===== config.mk =====
export PLATFORM = sky130hd
export DESIGN_NAME = i2c_register_transaction_master_flat
export DESIGN_NICKNAME = d
export VERILOG_FILES = /design/src/hw/rtl/i2crt_pkg.sv /design/src/hw/rtl/i2crt_if.sv /design/src/hw/rtl/i2c_register_transaction_master.sv /design/src/flat_wrapper.sv
export SDC_FILE = /design/constraint.sdc
export NUM_CORES = 1
export LEC_CHECK = 0
export BUFFER_PORTS_ARGS = -buffer_cell sky130_fd_sc_hd__buf_2
export CAP_MARGIN = 20
export CORE_MARGIN = 1.5
export CORE_UTILIZATION = 39
export CTS_CLUSTER_DIAMETER = 100
export CTS_CLUSTER_SIZE = 12
export DETAILED_ROUTE_END_ITERATION = 8
export GPL_TIMING_DRIVEN = 0
export PLACE_DENSITY_LB_ADDON = 0.25
export SLEW_MARGIN = 20
export SYNTH_ARGS = -nofsm -noshare
export SYNTH_HDL_FRONTEND = slang
export SYNTH_SLANG_ARGS = --single-unit

===== constraint.sdc =====
create_clock -name i_clk -period 3.8 [get_ports i_clk]
set_input_delay 0.57 -clock i_clk [delete_from_list [all_inputs] [get_ports i_clk]]
set_output_delay 0.57 -clock i_clk [all_outputs]
set_load 0.02 [all_outputs]

===== src/hw/rtl/i2crt_pkg.sv =====
// Types and constants shared by the I2C register transaction master.
`timescale 1ns / 1ps

package i2crt_pkg;

    localparam logic [1:0] CMD_TICK  = 2'd0;
    localparam logic [1:0] CMD_READ  = 2'd1;
    localparam logic [1:0] CMD_WRITE = 2'd2;

    localparam int unsigned PHASE_W = 10;

    typedef enum logic [3:0] {
        ST_IDLE   = 4'd0,
        ST_START0 = 4'd1,
        ST_START1 = 4'd2,
        ST_START2 = 4'd3,
        ST_START3 = 4'd4,
        ST_BIT0   = 4'd5,
        ST_BIT1   = 4'd6,
        ST_BIT2   = 4'd7,
        ST_ACK0   = 4'd8,
        ST_ACK1   = 4'd9,
        ST_ACK2   = 4'd10,
        ST_STOP0  = 4'd11,
        ST_STOP1  = 4'd12,
        ST_STOP2  = 4'd13
    } t_seq_state;

    typedef struct packed {
        logic [1:0]  cmd;
        logic [6:0]  dev_addr;
        logic [7:0]  reg_addr;
        logic [15:0] write_data;
        logic        sda_in;
    } t_in_item;

    typedef struct packed {
        logic        scl_release;
        logic        sda_release;
        logic        busy_res;
        logic        done_res;
        logic        nack;
        logic [15:0] read_data;
    } t_out_item;

endpackage


===== src/hw/rtl/i2crt_if.sv =====
// Valid/ready stream interfaces for the tick input and the line result channels.
`timescale 1ns / 1ps

interface i2crt_in_if
    import i2crt_pkg::*;
();
    logic     valid;
    logic     ready;
    t_in_item data;

    modport source (output valid, output data, input ready);
    modport sink   (input valid, input data, output ready);
endinterface

interface i2crt_out_if
    import i2crt_pkg::*;
();
    logic      valid;
    logic      ready;
    t_out_item data;

    modport source (output valid, output data, input ready);
    modport sink   (input valid, input data, output ready);
endinterface


===== src/hw/rtl/i2c_register_transaction_master.sv =====
// I2C master sequencing one register read or write transaction, one line tick per transfer.
// A tick's result is registered in the output register, or in the skid stage on a stall.
// Throughput: one tick per clock with an empty skid; a sequencer step is one logic pass.
// An output register plus a one-entry skid stage keep input accepting while a result waits.
// Reset (synchronous, active low) idles the sequencer, clears nack and read data, sets
// the phase length to one and empties the output stages.
`timescale 1ns / 1ps

module i2c_register_transaction_master
    import i2crt_pkg::*;
(
    input  logic                 i_clk,
    input  logic                 i_rst_n,
    input  logic                 i_cfg_we,
    input  logic [PHASE_W-1:0]   i_cfg_wdata,
    i2crt_in_if.sink             i_in,
    i2crt_out_if.source          o_out
);

    // configuration
    logic [PHASE_W-1:0] r_phase_len;

    // sequencer state
    t_seq_state         r_state,       n_state;
    logic [PHASE_W-1:0] r_phase_count, n_phase_count;
    logic [3:0]         r_bit_count,   n_bit_count;
    logic [2:0]         r_byte_index,  n_byte_index;
    logic [7:0]         r_shift,       n_shift;
    logic [6:0]         r_addr,        n_addr;
    logic [7:0]         r_reg,         n_reg;
    logic [15:0]        r_word,        n_word;
    logic [15:0]        r_read_word,   n_read_word;
    logic               r_nack,        n_nack;
    logic               r_is_write,    n_is_write;
    logic               n_done;

    // output stages
    logic               r_out_valid;
    t_out_item          r_out_data;
    logic               r_skid_valid;
    t_out_item          r_skid_data;

    logic               w_in_fire;
    logic               w_out_fire;
    logic [PHASE_W-1:0] w_len;
    logic               w_rx;
    logic               w_n_rx;
    logic               w_last;
    logic [3:0]         w_bit_inc;
    logic               w_scl;
    logic               w_sda;
    t_out_item          w_result;

    function automatic logic [7:0] byte_to_send(
        input logic [2:0]  idx,
        input logic [6:0]  addr,
        input logic [7:0]  regb,
        input logic [15:0] word,
        input logic        is_wr
    );
        logic [7:0] a;
        a = {addr, 1'b0};
        if (idx == 3'd0) begin
            return a;
        end else if (idx == 3'd1) begin
            return regb;
        end else if (is_wr) begin
            return (idx == 3'd2) ? word[15:8] : word[7:0];
        end else if (idx == 3'd2) begin
            return a | 8'h01;
        end
        return 8'h00;
    endfunction

    assign i_in.ready  = i_rst_n && !r_skid_valid;
    assign w_in_fire   = i_in.valid && i_in.ready;
    assign o_out.valid = r_out_valid;
    assign o_out.data  = r_out_data;
    assign w_out_fire  = r_out_valid && o_out.ready;

    assign w_len     = (r_phase_len == '0) ? PHASE_W'(1) : r_phase_len;
    assign w_rx      = !r_is_write && (r_byte_index >= 3'd3);
    assign w_n_rx    = !n_is_write && (n_byte_index >= 3'd3);
    assign w_last    = r_is_write ? (r_byte_index >= 3'd3)
                                  : (r_byte_index == 3'd1 || r_byte_index >= 3'd4);
    assign w_bit_inc = r_bit_count + 4'd1;

    // next state
    always_comb begin
        n_state       = r_state;
        n_phase_count = r_phase_count;
        n_bit_count   = r_bit_count;
        n_byte_index  = r_byte_index;
        n_shift       = r_shift;
        n_addr        = r_addr;
        n_reg         = r_reg;
        n_word        = r_word;
        n_read_word   = r_read_word;
        n_nack        = r_nack;
        n_is_write    = r_is_write;
        n_done        = 1'b0;
        if (r_state == ST_IDLE) begin
            if (i_in.data.cmd == CMD_READ || i_in.data.cmd == CMD_WRITE) begin
                n_is_write    = (i_in.data.cmd == CMD_WRITE);
                n_addr        = i_in.data.dev_addr;
                n_reg         = i_in.data.reg_addr;
                n_word        = (i_in.data.cmd == CMD_WRITE) ? i_in.data.write_data : 16'h0000;
                n_nack        = 1'b0;
                n_byte_index  = 3'd0;
                n_bit_count   = 4'd0;
                n_shift       = 8'h00;
                n_phase_count = '0;
                n_state       = ST_START0;
            end
        end else if ({1'b0, r_phase_count} + (PHASE_W+1)'(1) < {1'b0, w_len}) begin
            n_phase_count = r_phase_count + PHASE_W'(1);
        end else begin
            n_phase_count = '0;
            case (r_state)
                ST_START0: n_state = ST_START1;
                ST_START1: n_state = ST_START2;
                ST_START2: n_state = ST_START3;
                ST_START3: begin
                    n_shift     = byte_to_send(r_byte_index, r_addr, r_reg, r_word, r_is_write);
                    n_bit_count = 4'd0;
                    n_state     = ST_BIT0;
                end
                ST_BIT0: n_state = ST_BIT1;
                ST_BIT1: begin
                    // sample the line at the end of SCL high
                    if (w_rx) begin
                        n_shift = {r_shift[6:0], i_in.data.sda_in};
                    end
                    n_state = ST_BIT2;
                end
                ST_BIT2: begin
                    if (!w_rx) begin
                        n_shift = {r_shift[6:0], 1'b0};
                    end
                    n_bit_count = w_bit_inc;
                    n_state     = (w_bit_inc >= 4'd8) ? ST_ACK0 : ST_BIT0;
                end
                ST_ACK0: n_state = ST_ACK1;
                ST_ACK1: begin
                    if (!w_rx && i_in.data.sda_in) begin
                        n_nack = 1'b1;
                    end
                    n_state = ST_ACK2;
                end
                ST_ACK2: begin
                    if (w_rx) begin
                        n_word = (r_byte_index == 3'd3) ? {r_shift, 8'h00}
                                                        : (r_word | {8'h00, r_shift});
                    end
                    if (r_nack || w_last) begin
                        n_state = ST_STOP0;
                    end else begin
                        n_byte_index = r_byte_index + 3'd1;
                        n_shift      = byte_to_send(r_byte_index + 3'd1, r_addr, r_reg,
                                                    r_word, r_is_write);
                        n_bit_count  = 4'd0;
                        n_state      = ST_BIT0;
                    end
                end
                ST_STOP0: n_state = ST_STOP1;
                ST_STOP1: n_state = ST_STOP2;
                ST_STOP2: begin
                    // register pointer sent: restart for the read phase
                    if (!r_is_write && r_byte_index == 3'd1 && !r_nack) begin
                        n_byte_index = 3'd2;
                        n_state      = ST_START0;
                    end else begin
                        n_state = ST_IDLE;
                        n_done  = 1'b1;
                        if (r_nack) begin
                            n_read_word = 16'h0000;
                        end else if (!r_is_write) begin
                            n_read_word = r_word;
                        end
                    end
                end
                default: n_state = ST_IDLE;
            endcase
        end
    end

    // line levels from the state after this tick
    always_comb begin
        case (n_state)
            ST_START0, ST_START1: begin
                w_scl = 1'b1;
                w_sda = 1'b1;
            end
            ST_START2: begin
                w_scl = 1'b1;
                w_sda = 1'b0;
            end
            ST_START3, ST_STOP0: begin
                w_scl = 1'b0;
                w_sda = 1'b0;
            end
            ST_BIT0, ST_BIT1, ST_BIT2: begin
                w_scl = (n_state == ST_BIT1);
                w_sda = w_n_rx ? 1'b1 : n_shift[7];
            end
            ST_ACK0, ST_ACK1, ST_ACK2: begin
                // ACK the MSB of a read, NACK the LSB
                w_scl = (n_state == ST_ACK1);
                w_sda = w_n_rx ? (n_byte_index != 3'd3) : 1'b1;
            end
            ST_STOP1: begin
                w_scl = 1'b1;
                w_sda = 1'b0;
            end
            default: begin
                w_scl = 1'b1;
                w_sda = 1'b1;
            end
        endcase
    end

    always_comb begin
        w_result.scl_release = w_scl;
        w_result.sda_release = w_sda;
        w_result.busy_res    = (n_state != ST_IDLE);
        w_result.done_res    = n_done;
        w_result.nack        = n_nack;
        w_result.read_data   = n_read_word;
    end

    always_ff @(posedge i_clk) begin
        if (!i_rst_n) begin
            r_phase_len <= PHASE_W'(1);
        end else if (i_cfg_we) begin
            r_phase_len <= i_cfg_wdata;
        end
    end

    always_ff @(posedge i_clk) begin
        if (!i_rst_n) begin
            r_state       <= ST_IDLE;
            r_phase_count <= '0;
            r_bit_count   <= '0;
            r_byte_index  <= '0;
            r_shift       <= '0;
            r_addr        <= '0;
            r_reg         <= '0;
            r_word        <= '0;
            r_read_word   <= '0;
            r_nack        <= 1'b0;
            r_is_write    <= 1'b0;
        end else if (w_in_fire) begin
            r_state       <= n_state;
            r_phase_count <= n_phase_count;
            r_bit_count   <= n_bit_count;
            r_byte_index  <= n_byte_index;
            r_shift       <= n_shift;
            r_addr        <= n_addr;
            r_reg         <= n_reg;
            r_word        <= n_word;
            r_read_word   <= n_read_word;
            r_nack        <= n_nack;
            r_is_write    <= n_is_write;
        end
    end

    // output register with skid stage
    always_ff @(posedge i_clk) begin
        if (!i_rst_n) begin
            r_out_valid  <= 1'b0;
            r_skid_valid <= 1'b0;
        end else if (w_out_fire || !r_out_valid) begin
            if (r_skid_valid) begin
                r_out_valid  <= 1'b1;
                r_skid_valid <= 1'b0;
            end else begin
                r_out_valid  <= w_in_fire;
            end
        end else if (w_in_fire) begin
            r_skid_valid <= 1'b1;
        end
    end

    always_ff @(posedge i_clk) begin
        if (w_out_fire || !r_out_valid) begin
            if (r_skid_valid) begin
                r_out_data <= r_skid_data;
            end else if (w_in_fire) begin
                r_out_data <= w_result;
            end
        end else if (w_in_fire) begin
            r_skid_data <= w_result;
        end
    end

    a_skid_behind_out: assert property (@(posedge i_clk) disable iff (!i_rst_n)
        r_skid_valid |-> r_out_valid)
        else $error("skid stage holds a transfer while the output register is empty");

    a_idle_count_clear: assert property (@(posedge i_clk) disable iff (!i_rst_n)
        r_state == ST_IDLE |-> r_phase_count == '0)
        else $error("phase counter not cleared while idle");

    a_done_to_idle: assert property (@(posedge i_clk) disable iff (!i_rst_n)
        w_in_fire && n_done |=> r_state == ST_IDLE)
        else $error("transaction end did not return the sequencer to idle");

    a_byte_index_range: assert property (@(posedge i_clk) disable iff (!i_rst_n)
        r_byte_index <= 3'd4 && r_bit_count <= 4'd8)
        else $error("byte or bit counter out of range");

    a_full_blocks_input: assert property (@(posedge i_clk) disable iff (!i_rst_n)
        r_skid_valid |-> !w_in_fire)
        else $error("transfer taken with both output stages full");

endmodule


===== src/flat_wrapper.sv =====
// flat-port wrapper written by rule: the top's interface ports become plain ports
module i2c_register_transaction_master_flat import i2crt_pkg::*;
  (i_clk, i_rst_n, i_cfg_we, i_cfg_wdata, i_in_valid, i_in_data, i_in_ready, o_out_valid, o_out_data, o_out_ready);
  i2crt_in_if i_in_i ();
  i2crt_out_if o_out_i ();
  input  logic i_clk;
  input  logic i_rst_n;
  input  logic i_cfg_we;
  input  logic [PHASE_W-1:0] i_cfg_wdata;
  input wire logic [$bits(i_in_i.valid)-1:0] i_in_valid;
  input wire logic [$bits(i_in_i.data)-1:0] i_in_data;
  output wire logic [$bits(i_in_i.ready)-1:0] i_in_ready;
  output wire logic [$bits(o_out_i.valid)-1:0] o_out_valid;
  output wire logic [$bits(o_out_i.data)-1:0] o_out_data;
  input wire logic [$bits(o_out_i.ready)-1:0] o_out_ready;
  assign i_in_i.valid = i_in_valid;
  assign i_in_i.data = i_in_data;
  assign i_in_ready = i_in_i.ready;
  assign o_out_valid = o_out_i.valid;
  assign o_out_data = o_out_i.data;
  assign o_out_i.ready = o_out_ready;
  i2c_register_transaction_master u_core (.i_clk(i_clk), .i_rst_n(i_rst_n), .i_cfg_we(i_cfg_we), .i_cfg_wdata(i_cfg_wdata), .i_in(i_in_i), .o_out(o_out_i));
endmodule

After elaboration in Yosys (flattened, before gate mapping)
Cells that the tools add are included.
{"block": "totals", "inputBits": 49, "out_inout_bits": 23, "reg_bits": 132, "wordCells": 203}
{"block": "op_classes", "n_eq_ne": 36, "reduce_logical": 40, "bitwise_logic": 3, "n_addsub": 4, "muxes": 88, "order_cmp": 5}
{"cell": "$mux 16", "count": 13}
{"cell": "$mux 8", "count": 18}
{"cell": "$pmux 4 s13", "count": 1}
{"cell": "$eq 4x4->1 const B", "count": 11}
{"cell": "$mux 21", "count": 2}
{"cell": "$mux 10", "count": 4}
{"cell": "$mux 4", "count": 9}
{"cell": "$eq 4x3->1 const B", "count": 8}
{"cell": "$pmux 8 s4", "count": 1}
{"cell": "$mux 1", "count": 31}
{"cell": "$or 16x8->16", "count": 1}
{"cell": "$mux 3", "count": 5}
{"cell": "$eq 4x2->1 const B", "count": 3}
{"cell": "$pmux 4 s3", "count": 1}
{"cell": "$add 10x1->11 const B", "count": 1}
{"cell": "$lt 11x10->1", "count": 1}
{"cell": "$add 10x1->10 const B", "count": 1}
{"cell": "$logic_not 10->1", "count": 1}
{"cell": "$reduce_and 5->1", "count": 2}
{"cell": "$eq 3x2->1 const B", "count": 3}
{"cell": "$logic_and 1x1->1", "count": 8}
{"cell": "$reduce_bool 4->1", "count": 2}
{"cell": "$reduce_and 7->1", "count": 1}
{"cell": "$eq 3x1->1 const B", "count": 2}
{"cell": "other kinds (27)", "count": 46}

Logic depth before layout (Yosys ltp)
Gate-level depths: netlist of run 1.
{"block": "depth", "depth_word": 19, "ltp_mapped": 16, "ltp_nobuf": 14}

Least setup slack after synthesis of run 1
OpenSTA, ideal clock, no wires.
{"block": "synth_timing", "path_type": "register -> register", "startpoint": "register u_core.r_phase_count[2]", "endpoint": "register u_core.r_out_data (netlist bit u_core.o_out.data[20]) (data pin)", "stages_incl_launch_ff": 17, "setup_time_ps": 260, "slack_ps": 101, "n_path_buf": 2, "synth_period_minus_slack_ps": 3699, "t_required_ps": 3540, "arrival_time_ps": 3439, "path_cell_list": "dfxtp_1 nand3_1 or2_2 inv_1 nand3_1 nor2_1 xor2_1 ha_1 and3_1 a221oi_2 buf_2 and3_4 buf_2 o22ai_1 a311oi_1 a31oi_1 mux2_2"}
{"element": "from (decl)", "line_no": "i2c_register_transaction_master.sv:25", "text": "logic [PHASE_W-1:0] r_phase_count, n_phase_count;"}
{"element": "from (signal assigned)", "line_no": "i2c_register_transaction_master.sv:254", "text": "r_phase_count <= n_phase_count;"}
{"element": "to (signal assigned)", "line_no": "i2c_register_transaction_master.sv:287", "text": "r_out_data <= r_skid_data;"}
{"element": "to (signal assigned)", "line_no": "i2c_register_transaction_master.sv:289", "text": "r_out_data <= w_result;"}
{"element": "to (decl)", "line_no": "i2c_register_transaction_master.sv:39", "text": "t_out_item r_out_data;"}

Worst setup path in the final report of run 1
{"block": "layout_timing", "startpoint": "register u_core.r_phase_count[0]", "endpoint": "register u_core.r_out_data (netlist bit u_core.o_out.data[8]) (data pin)"}
{"block": "layout_via", "elab_chain_cells": 6}
{"element": "$add 10x1->11", "line_no": "i2c_register_transaction_master.sv:115", "text": "end else if ({1'b0, r_phase_count} + (PHASE_W+1)'(1) < {1'b0, w_len}) begin"}
{"element": "$lt 11x10->1", "line_no": "i2c_register_transaction_master.sv:115"}
{"element": "$mux 16", "line_no": "i2c_register_transaction_master.sv:115"}
{"element": "$mux 16", "line_no": "i2c_register_transaction_master.sv:102", "text": "if (r_state == ST_IDLE) begin"}
{"element": "$mux 21", "line_no": "i2c_register_transaction_master.sv:288", "text": "end else if (w_in_fire) begin"}
{"element": "$mux 21", "line_no": "i2c_register_transaction_master.sv:286", "text": "if (r_skid_valid) begin"}
No other way between the ends. The select of a mux whose other input is x is not followed.
A chain may end at the register's enable or synchronous reset.

==> impl_metrics.toml, run 1 <==
[synth]
synth_cells = 804
synth.distinct_cells = 73
synthesis.area_sq_um = 7341
synth-seq-cells = 132
ys.flop_type = "dfxtp_1"
syn_avg_cell_area_sq_um = 9.130
ys.warnings.count = 0
async_reset_ff_share_pct = 0
synth_edf_count = 42
synth.net_count = 872
seq_area_frac_synth_pct = 41.72

[power_and_ir_drop]
irDropWorstVdd_v = 0.0003080
p_total_uw = 3571
p_leak_uw = 0.003385
powerDensity_nw_per_um2 = 405.7

[setup_path]
crit_path_start_kind = "register"
critPathKind = "reg2reg"
cp-end-kind = "register"
required_ns = 3.96
crit_arrival_ns = 3.77
worstPathMaxFanout = 6
rr_worst_depth = 14

[die]
io_pins = 72
num_rows = 49
core_area_sq_um = 18210
die_h_um = 140.2
dieArea_sq_um = 19650
die_w_um = 140.2
initial_core_util_pct = 40.31

[grt]
grt_pass1_wl_mm = 32.64
grt_max_degree = 22
grt_pass1_vias = 5976
antenna_found_initial = 0
grt_use_total_pct = 21.08
grt_overflow_total = 0

[clock_network]
clockBufferDepth = 2
htreeDepth = 4
cts_made_buffers = 17
holdBufCountCts = 0
worstSkewPairLatency_ns = 0.43
path_clk_slew_ns = 0.07
cts_tree = "done"
cts.sinks = 132
root_buffer = "clkbuf_16"

[sta]
max-slew-margin-rel_pct = 43.90
fmax_mhz = 277.4
finClkSkew_ns = 0.01265
min_period_ns = 3.604
worst_slack_ns = 0.1956
fin_crit_sh_pct = 94.85
final.setup.tns_ns = 0
tightest_slew_ns = 0.8415
setup_violations = 0
drv_slew = 0
finalHoldViolations = 0

[finish]
diodes = 0
area_growth_pct = 19.92
final_common_cell = "nand2_1"
layout_common_cells = "nand2_1, dfxtp_1, buf_2"
nets = 968
drive_gt1_share_pct = 19.93
fin_util_pct = 48.35
fin_area_sq_um = 8803

[placed_design]
place_ws_ns = -0.4065
finalWeightedCongestion = 0.9526
portBuffers = 69
postPlaceCellArea_sq_um = 7986
post-dp-hpwl_mm = 15.13

[routing]
totalWireLength_mm = 20.52
via_per_inst = 5.595
drc_errors = 0
post_drt_wl_per_cell_um = 17.97
vias = 6390
postRouteAntennaNets = 0
dr.pass1.iters = 5
drtIter0Drc = 564

[run]
maxCapViolations = 0

[hold_path]
min_path_cells = 3
min_path_type = "in2reg"

[run_status]
outcome = "complete, no violations"
## repair_timing
| item | in CTS | in global routing |
|---|---|---|
| resized for setup | 16 | 26 |
| endpoints found under the setup margin | 60 | 66 |
| pin swaps | 3 | 9 |
| cloned | 0 | 1 |
| buffers inserted | 3 | 3 |
## layout make-up
class,instances,area [sq um]
timing repair buffer,77,406.6
clock inverter,15,180.2
fill,1753,9405
inverter,21,78.83
tap,229,286.5
multi-input combinational,599,4084
buffer,52,266.5
sequential,132,3075
clock buffer,17,425.4
## synthesized netlist by cell type, drive strengths merged, types with 4 or more instances
library cell  number  area, sq um
nand2            118        442.9
dfxtp             90         1802
nor2              72        286.5
mux2i             43        430.4
edfxtp            42         1261
nand3             41        230.2
a21boi            30        236.5
clkbuf            30        112.6
a21oi             28        143.9
nor2b             26        162.7
o21ai             25        125.1
buf               22        137.6
inv               21        78.83
ha                19        237.7
o31ai             18        135.1
a22o              16        140.1
o211a             16        160.2
o221ai            14        122.6
a31oi             13        87.58
xnor2             12        105.1
nor3               9        56.31
nand3b             7        52.55
a21o               6        52.55
a22oi              6        45.04
a311o              6        60.06
nand4              6        37.54
nor4               5        31.28
and2               4        25.02
and3               4        30.03
mux2               4        45.04
nand2b             4        27.53
o21a               4        30.03
xor2               4        35.03
## critical path: stages (launching register included)
cell and delay (ns):
dfxtp_4 0.39, ha_4 0.18, nand3_4 0.12, nor2_8 0.18, nand3_1 0.13, xnor2_2 0.19, ha_1 0.32, and3_4 0.19
o2111ai_1 0.18, a31oi_2 0.32, nand2b_2 0.18, nor3_4 0.31, buf_2 0.26, mux2i_2 0.28, o31ai_1 0.10
## cells by family (layout without fill, tap and decap cells)
| kind of cell | count (synthesis) | in the layout | share of synthesized area (%) |
|---|---|---|---|
| buffers and inverters | 73 | 182 | 4.483 |
| DFF | 132 | 132 | 41.72 |
| muxes | 47 | 47 | 6.477 |
| xor gates and xnor gates | 16 | 16 | 1.909 |
| adders and majority gates | 19 | 19 | 3.238 |
| and+or+nand+nor | 307 | 307 | 20.32 |
| AOI/OAI and AO/OA | 210 | 210 | 21.85 |
## worst paths after layout
path | from | end | slack (ns)
max reg2reg | u_core.r_phase_count[0] | u_core.o_out.data[8] | 0.20
max | u_core.r_phase_count[0] | u_core.o_out.data[8] | 0.20
min reg2reg | u_core.r_read_word[6] | u_core.r_read_word[6] | 0.48
min | i_cfg_wdata[0] | u_core.r_phase_len[0] | 0.37
## where the power goes
part / internal, uW / total (uW) / switching (uW)
Sequential: 1490 / 1520 / 34.2
Combinational: 127 / 365 / 237
Clock: 945 / 1680 / 738
## through the flow
stage                     instances  hold WS [ns]
after floorplan                 804        0.4361
after global placement         1102        0.4552
after detailed placement       1103        0.4550
after CTS                      1138        0.3521
after global routing           1142        0.3679
final                          1142        0.3666
## per-layer routing
layer  wire length [um]  GRT usage, %  up-vias
met4                382         7.258        0
li1                   -             -     3149
met1               9759         30.05     2968
met5                  0             0        -
met2               9131         32.41      245
met3               1251         3.350       28
Note: power is estimated with default switching activity, not from simulation.
==> run 2, diff against run 1 <==
==> constraint.sdc (replaced) <==
create_clock -name i_clk -period 4 [get_ports i_clk]
set_input_delay 0.6 -clock i_clk [delete_from_list [all_inputs] [get_ports i_clk]]
set_output_delay 0.6 -clock i_clk [all_outputs]
set_load 0.02 [all_outputs]
==> run 2 against run 1 <==
Effect of this change: core utilization down 0.61 points; fmax shrank 5.4%; sequential share of layout area rose by 0.38 points; clock skew fell by 0.00070 ns; register-to-register slack about the same; non-clock buffer count decreased by 5; die area unchanged; largest cell class unchanged.
==> impl_metrics.toml, run 2 (same netlist as run 1, synthesis figures left out) <==
[sta]
finClkSkew_ns = 0.01195
fin_hold_ws_ns = 0.3981
final.setup.tns_ns = 0
rsz0062_at_grt = "true"
setup_violations = 0
drv_slew = 0
fin_crit_sh_pct = 95.30
max-slew-margin-rel_pct = 27.64
fmax_mhz = 262.3
tightest_slew_ns = 1.077
finalHoldViolations = 0
min_period_ns = 3.812

[die]
dieArea_sq_um = 19650
die_w_um = 140.2
initial_core_util_pct = 40.31
die_h_um = 140.2
core_area_sq_um = 18210
num_rows = 49
io_pins = 72

[routing]
dr.max_layer_used = "met4"
via_per_inst = 5.636
post_drt_wl_per_cell_um = 17.84
vias = 6408
drtIter0Drc = 617
postRouteAntennaNets = 0
wl_met2_mm = 8.940
drc_errors = 0
wl_met1_mm = 9.616
wl_met3_mm = 1.365
dr.pass1.iters = 6
totalWireLength_mm = 20.29

[clock_network]
root_buffer = "clkbuf_16"
holdBufCountCts = 0
worstSkewPairLatency_ns = 0.43
clockBufferDepth = 2
cts_tree = "done"
cts.sinks = 132
cts_made_buffers = 17
htreeDepth = 4
path_clk_slew_ns = 0.07

[finish]
fillers = 1767
area_growth_pct = 18.41
diodes = 0
final-seq-area_sq_um = 3069
multiInputGateArea_sq_um = 4020
fin_util_pct = 47.74
final_common_cell = "nand2_1"
nets = 963
layout_common_cells = "nand2_1, dfxtp_1, buf_2"
drive_gt1_share_pct = 18.50

[setup_path]
required_ns = 4.17
max_stage_delay_ns = 0.39
worst-path-buf-inv = 3
crit_arrival_ns = 3.98
crit_path_start_kind = "register"
regToRegEndpoint = "u_core.o_out.data[20]"
cp-end-kind = "register"
ff2ff_setup_slack_ns = 0.19
rr_worst_depth = 16
critPathKind = "reg2reg"
crit_chain = "nand3_2, or2_2, inv_1, nand3_2, nor2_2, xor2_1, ha_1, and3_1, a221oi_2, buf_4, and3_4, buf_6, o22ai_2, a311oi_1, a31oi_1, mux2_2"
slowest_stage = "dfxtp_4"
crit_family = "simple AND/OR/NAND/NOR gates"
rr_startpoint = "u_core.r_phase_count[2]"
worstPathMaxFanout = 10
crit_path_frequent_cell = "nand3_2"

[placed_design]
finalWeightedCongestion = 0.9526
portBuffers = 69
post-dp-hpwl_mm = 15.13

[grt]
grt_use_total_pct = 21.06
grt_pass1_vias = 5963
grt_pass1_wl_mm = 32.62
grt_overflow_total = 0
grt_max_degree = 22
antenna_found_initial = 0

[power_and_ir_drop]
p_leak_uw = 0.003340
irDropWorstVdd_v = 0.0002899
powerDensity_nw_per_um2 = 389.5

[run_status]
outcome = "complete, no violations"

[hold_path]
min_path_type = "in2reg"
min-delay-start = "i_cfg_wdata[0]"
min_path_cells = 3
hold_end = "u_core.r_phase_len[0]"

[run]
maxCapViolations = 0
==> run 2: cell count changes in the layout (fill, tap and decap cells not counted), moves of 2 or more <==
cell	change
dfxtp_4	-2
o21ai_1	-2
o21ai_0	+2
buf_4	-3
==> run 2: worst reg2reg max path, stage by stage (launching register included) <==
cell      delay, ns
dfxtp_4        0.39
nand3_2        0.11
or2_2          0.34
inv_1          0.08
nand3_2        0.13
nor2_2         0.15
xor2_1         0.16
ha_1           0.27
and3_1         0.22
a221oi_2       0.35
buf_4          0.20
and3_4         0.21
buf_6          0.16
o22ai_2        0.14
a311oi_1       0.27
a31oi_1        0.09
mux2_2         0.30
==> run 2: final cells by class <==
cell class	instances	area share [%]
buffer	52	2.994
clock buffer	17	4.894
clock inverter	15	2.073
inverter	21	0.9069
multi-input combinational	599	46.25
sequential	132	35.31
tap	229	3.296
timing repair buffer	72	4.275
==> run 2: worst max path at each step <==
| stage | start | endpoint | cells past startpoint |
|---|---|---|---|
| detailed placement | u_core.r_phase_count[2] | u_core.o_out.data[20] | 16 |
| global placement | u_core.r_phase_count[2] | u_core.o_out.data[20] | 16 |
| finish | u_core.r_phase_count[2] | u_core.o_out.data[20] | 16 |
| CTS | u_core.r_phase_count[2] | u_core.o_out.data[20] | 16 |
| floorplan | u_core.r_phase_count[2] | u_core.o_out.data[20] | 16 |
| global route | u_core.r_phase_count[0] | u_core.o_out.data[20] | 16 |
==> run 2: report_power, final <==
part           internal, uW  total [uW]  leakage, uW  switching (uW)
clock                   898        1600     0.000292             700
sequential             1420        1450      0.00113            32.4
combinational           117         339      0.00192             222
==> run 2: what timing repair did <==
item,4_1_cts,5_1_grt
gates resized for setup,8,16
pin swaps,1,2
setup buffers,1,1
setup endpoints to repair,30,59
==> run 2: metrics by stage <==
| step | instance area (sq um) | power (uW) | instances | setup WS, ns |
|---|---|---|---|---|
| after floorplan | 7341 | 1685 | 804 | 0.3014 |
| after global placement | 7973 | 1804 | 1102 | -0.2115 |
| after detailed placement | 7986 | 1806 | 1103 | -0.2065 |
| after CTS | 8628 | 3403 | 1136 | 0.03788 |
| after global routing | 8692 | 3498 | 1137 | -0.01738 |
| final | 8692 | 3385 | 1137 | 0.1881 |
==> run 2: layer usage <==
layer | global-route usage, % | vias to the layer above
li1 | - | 3143
met1 | 30.03 | 2970
met2 | 32.36 | 267
met3 | 3.350 | 28
met4 | 7.258 | 0
met5 | 0 | -
==> run 3, diff against run 2 <==
==> constraint.sdc (replaced) <==
create_clock -name i_clk -period 3.92 [get_ports i_clk]
set_input_delay 0.588 -clock i_clk [delete_from_list [all_inputs] [get_ports i_clk]]
set_output_delay 0.588 -clock i_clk [all_outputs]
set_load 0.02 [all_outputs]
==> run 3 against run 2 <==
Effect of this change: fmax rose by 1.3%; sequential cell count did not move; register-to-register slack got worse by 0.03 ns; clock power barely moved; clock skew rose by 0.00097 ns; setup slack got worse by 0.031 ns; die area did not move; first-iteration DRC count rose by 6.3%; global-route usage barely moved; via count fell by 1.2%; final cell count barely moved; sequential share of layout area fell by 0.18 points; highest routed layer unchanged.
==> impl_metrics.toml, run 3 (same netlist as run 1, synthesis figures left out) <==
[sta]
finalHoldViolations = 0
drv_slew = 0
rsz0062_at_grt = "false"
fmax_mhz = 265.7
fin_crit_sh_pct = 96.00
finClkSkew_ns = 0.01292
tightest_slew_ns = 1.096
setup_violations = 0
max-slew-margin-rel_pct = 26.37
min_period_ns = 3.763

[setup_path]
ff2ff_setup_slack_ns = 0.16
crit_path_start_kind = "register"
crit_arrival_ns = 3.93
required_ns = 4.08
critPathKind = "reg2reg"
cp-end-kind = "register"
worstPathMaxFanout = 10

[finish]
fillers = 1764
layout_common_cells = "nand2_1, dfxtp_1, buf_2"
nets = 964
final_common_cell = "nand2_1"
drive_gt1_share_pct = 19.36
fin_util_pct = 48.04
diodes = 0
area_growth_pct = 19.16

[routing]
dr.pass1.iters = 5
post_drt_wl_per_cell_um = 17.88
totalWireLength_mm = 20.34
postRouteAntennaNets = 0
drtIter0Drc = 656
drc_errors = 0
vias = 6333
via_per_inst = 5.565

[clock_network]
worstSkewPairLatency_ns = 0.43
htreeDepth = 4
cts_made_buffers = 17
root_buffer = "clkbuf_16"
cts_tree = "done"
holdBufCountCts = 0
path_clk_slew_ns = 0.07
clockBufferDepth = 2
cts.sinks = 132

[die]
dieArea_sq_um = 19650
die_w_um = 140.2
io_pins = 72
core_area_sq_um = 18210
die_h_um = 140.2
num_rows = 49
initial_core_util_pct = 40.31

[power_and_ir_drop]
seqPwrFrac_pct = 42.8
internal_power_uw = 2483
power_frac_clock_pct = 47.1
powerDensity_nw_per_um2 = 395.2
p_comb_share_pct = 10.2
switching_share_pct = 28.16
irDropWorstVdd_v = 0.0002960
p_sw_uw = 973.3
p_leak_uw = 0.003351
p_total_uw = 3457

[hold_path]
min_path_type = "in2reg"

[grt]
grt_overflow_total = 0
grt_max_degree = 22
antenna_found_initial = 0
grt_pass1_vias = 5966
grt_pass1_wl_mm = 32.66
grt_use_total_pct = 21.09

[placed_design]
portBuffers = 69
finalWeightedCongestion = 0.9526
post-dp-hpwl_mm = 15.13

[run_status]
outcome = "complete, no violations"

[run]
maxCapViolations = 0
==> run 3: changes by cell type in the layout (fill, tap and decap cells not counted), sizes merged <==
cell	previous run	this run
buf	94	95
==> run 3: path summary, 6_finish.rpt <==
check	cells past startpoint	end	from
hold / removal	3	u_core.r_phase_len[0]	i_cfg_wdata[0]
hold reg to reg	1	u_core.r_read_word[5]	u_core.r_read_word[5]
setup / recovery	12	u_core.o_out.data[19]	u_core.r_byte_index[2]
setup reg to reg	12	u_core.o_out.data[19]	u_core.r_byte_index[2]
==> run 3: what timing repair did <==
item,4_1_cts,5_1_grt
setup endpoints to repair,48,66
resized for setup,10,26
buffers inserted,1,2
pin swaps,1,6
==> run 3: routing by layer <==
layer / up-vias / routed length, um / GRT usage [%]
li1: 3141 / - / -
met1: 2921 / 9781 / 30.12
met2: 241 / 8990 / 32.36
met3: 30 / 1205 / 3.350
met4: 0 / 365 / 7.258
met5: - / 0 / 0
==> run 3: layout make-up <==
class,instances,area [sq um],area share [%]
multi-input cells,599,4056,46.37
clock buffers,17,425.4,4.863
inverters,21,78.83,0.9012
clock inverters,15,180.2,2.060
plain buffers,52,267.8,3.061
flip-flops and latches,132,3073,35.13
repair buffers,73,379.1,4.334
well taps,229,286.5,3.276
==> run 3: power by group through the flow <==
stage | clock network [uW] | registers, uW | logic, uW
detailed placement | 0 | 1510 | 336
global route | 1710 | 1480 | 386
global placement | 0 | 1510 | 334
CTS | 1650 | 1480 | 341
finish | 1630 | 1480 | 352
floorplan | 0 | 1510 | 209
==> run 3: through the flow <==
step	cell area, sq um	std cells	hold slack (ns)	worst slack [ns]	TNS, ns
final	8747	1138	0.3854	0.1569	0
after global routing	8747	1138	0.3859	0.02255	0
after CTS	8645	1136	0.3701	-0.05044	-0.05044
after detailed placement	7986	1103	0.4550	-0.2865	-3.621
after global placement	7973	1102	0.4552	-0.2915	-3.437
after floorplan	7341	804	0.4361	0.2214	0
==> run 3: critical path: stages, from the launching register on <==
cell,delay [ns]
dfxtp_1,0.45
clkbuf_2,0.27
inv_1,0.14
ha_1,0.21
buf_6,0.14
a21o_4,0.20
a2111oi_4,0.56
nor2_1,0.24
a31oi_1,0.31
a211oi_2,0.13
o311ai_2,0.43
and4b_1,0.31
o211ai_2,0.10
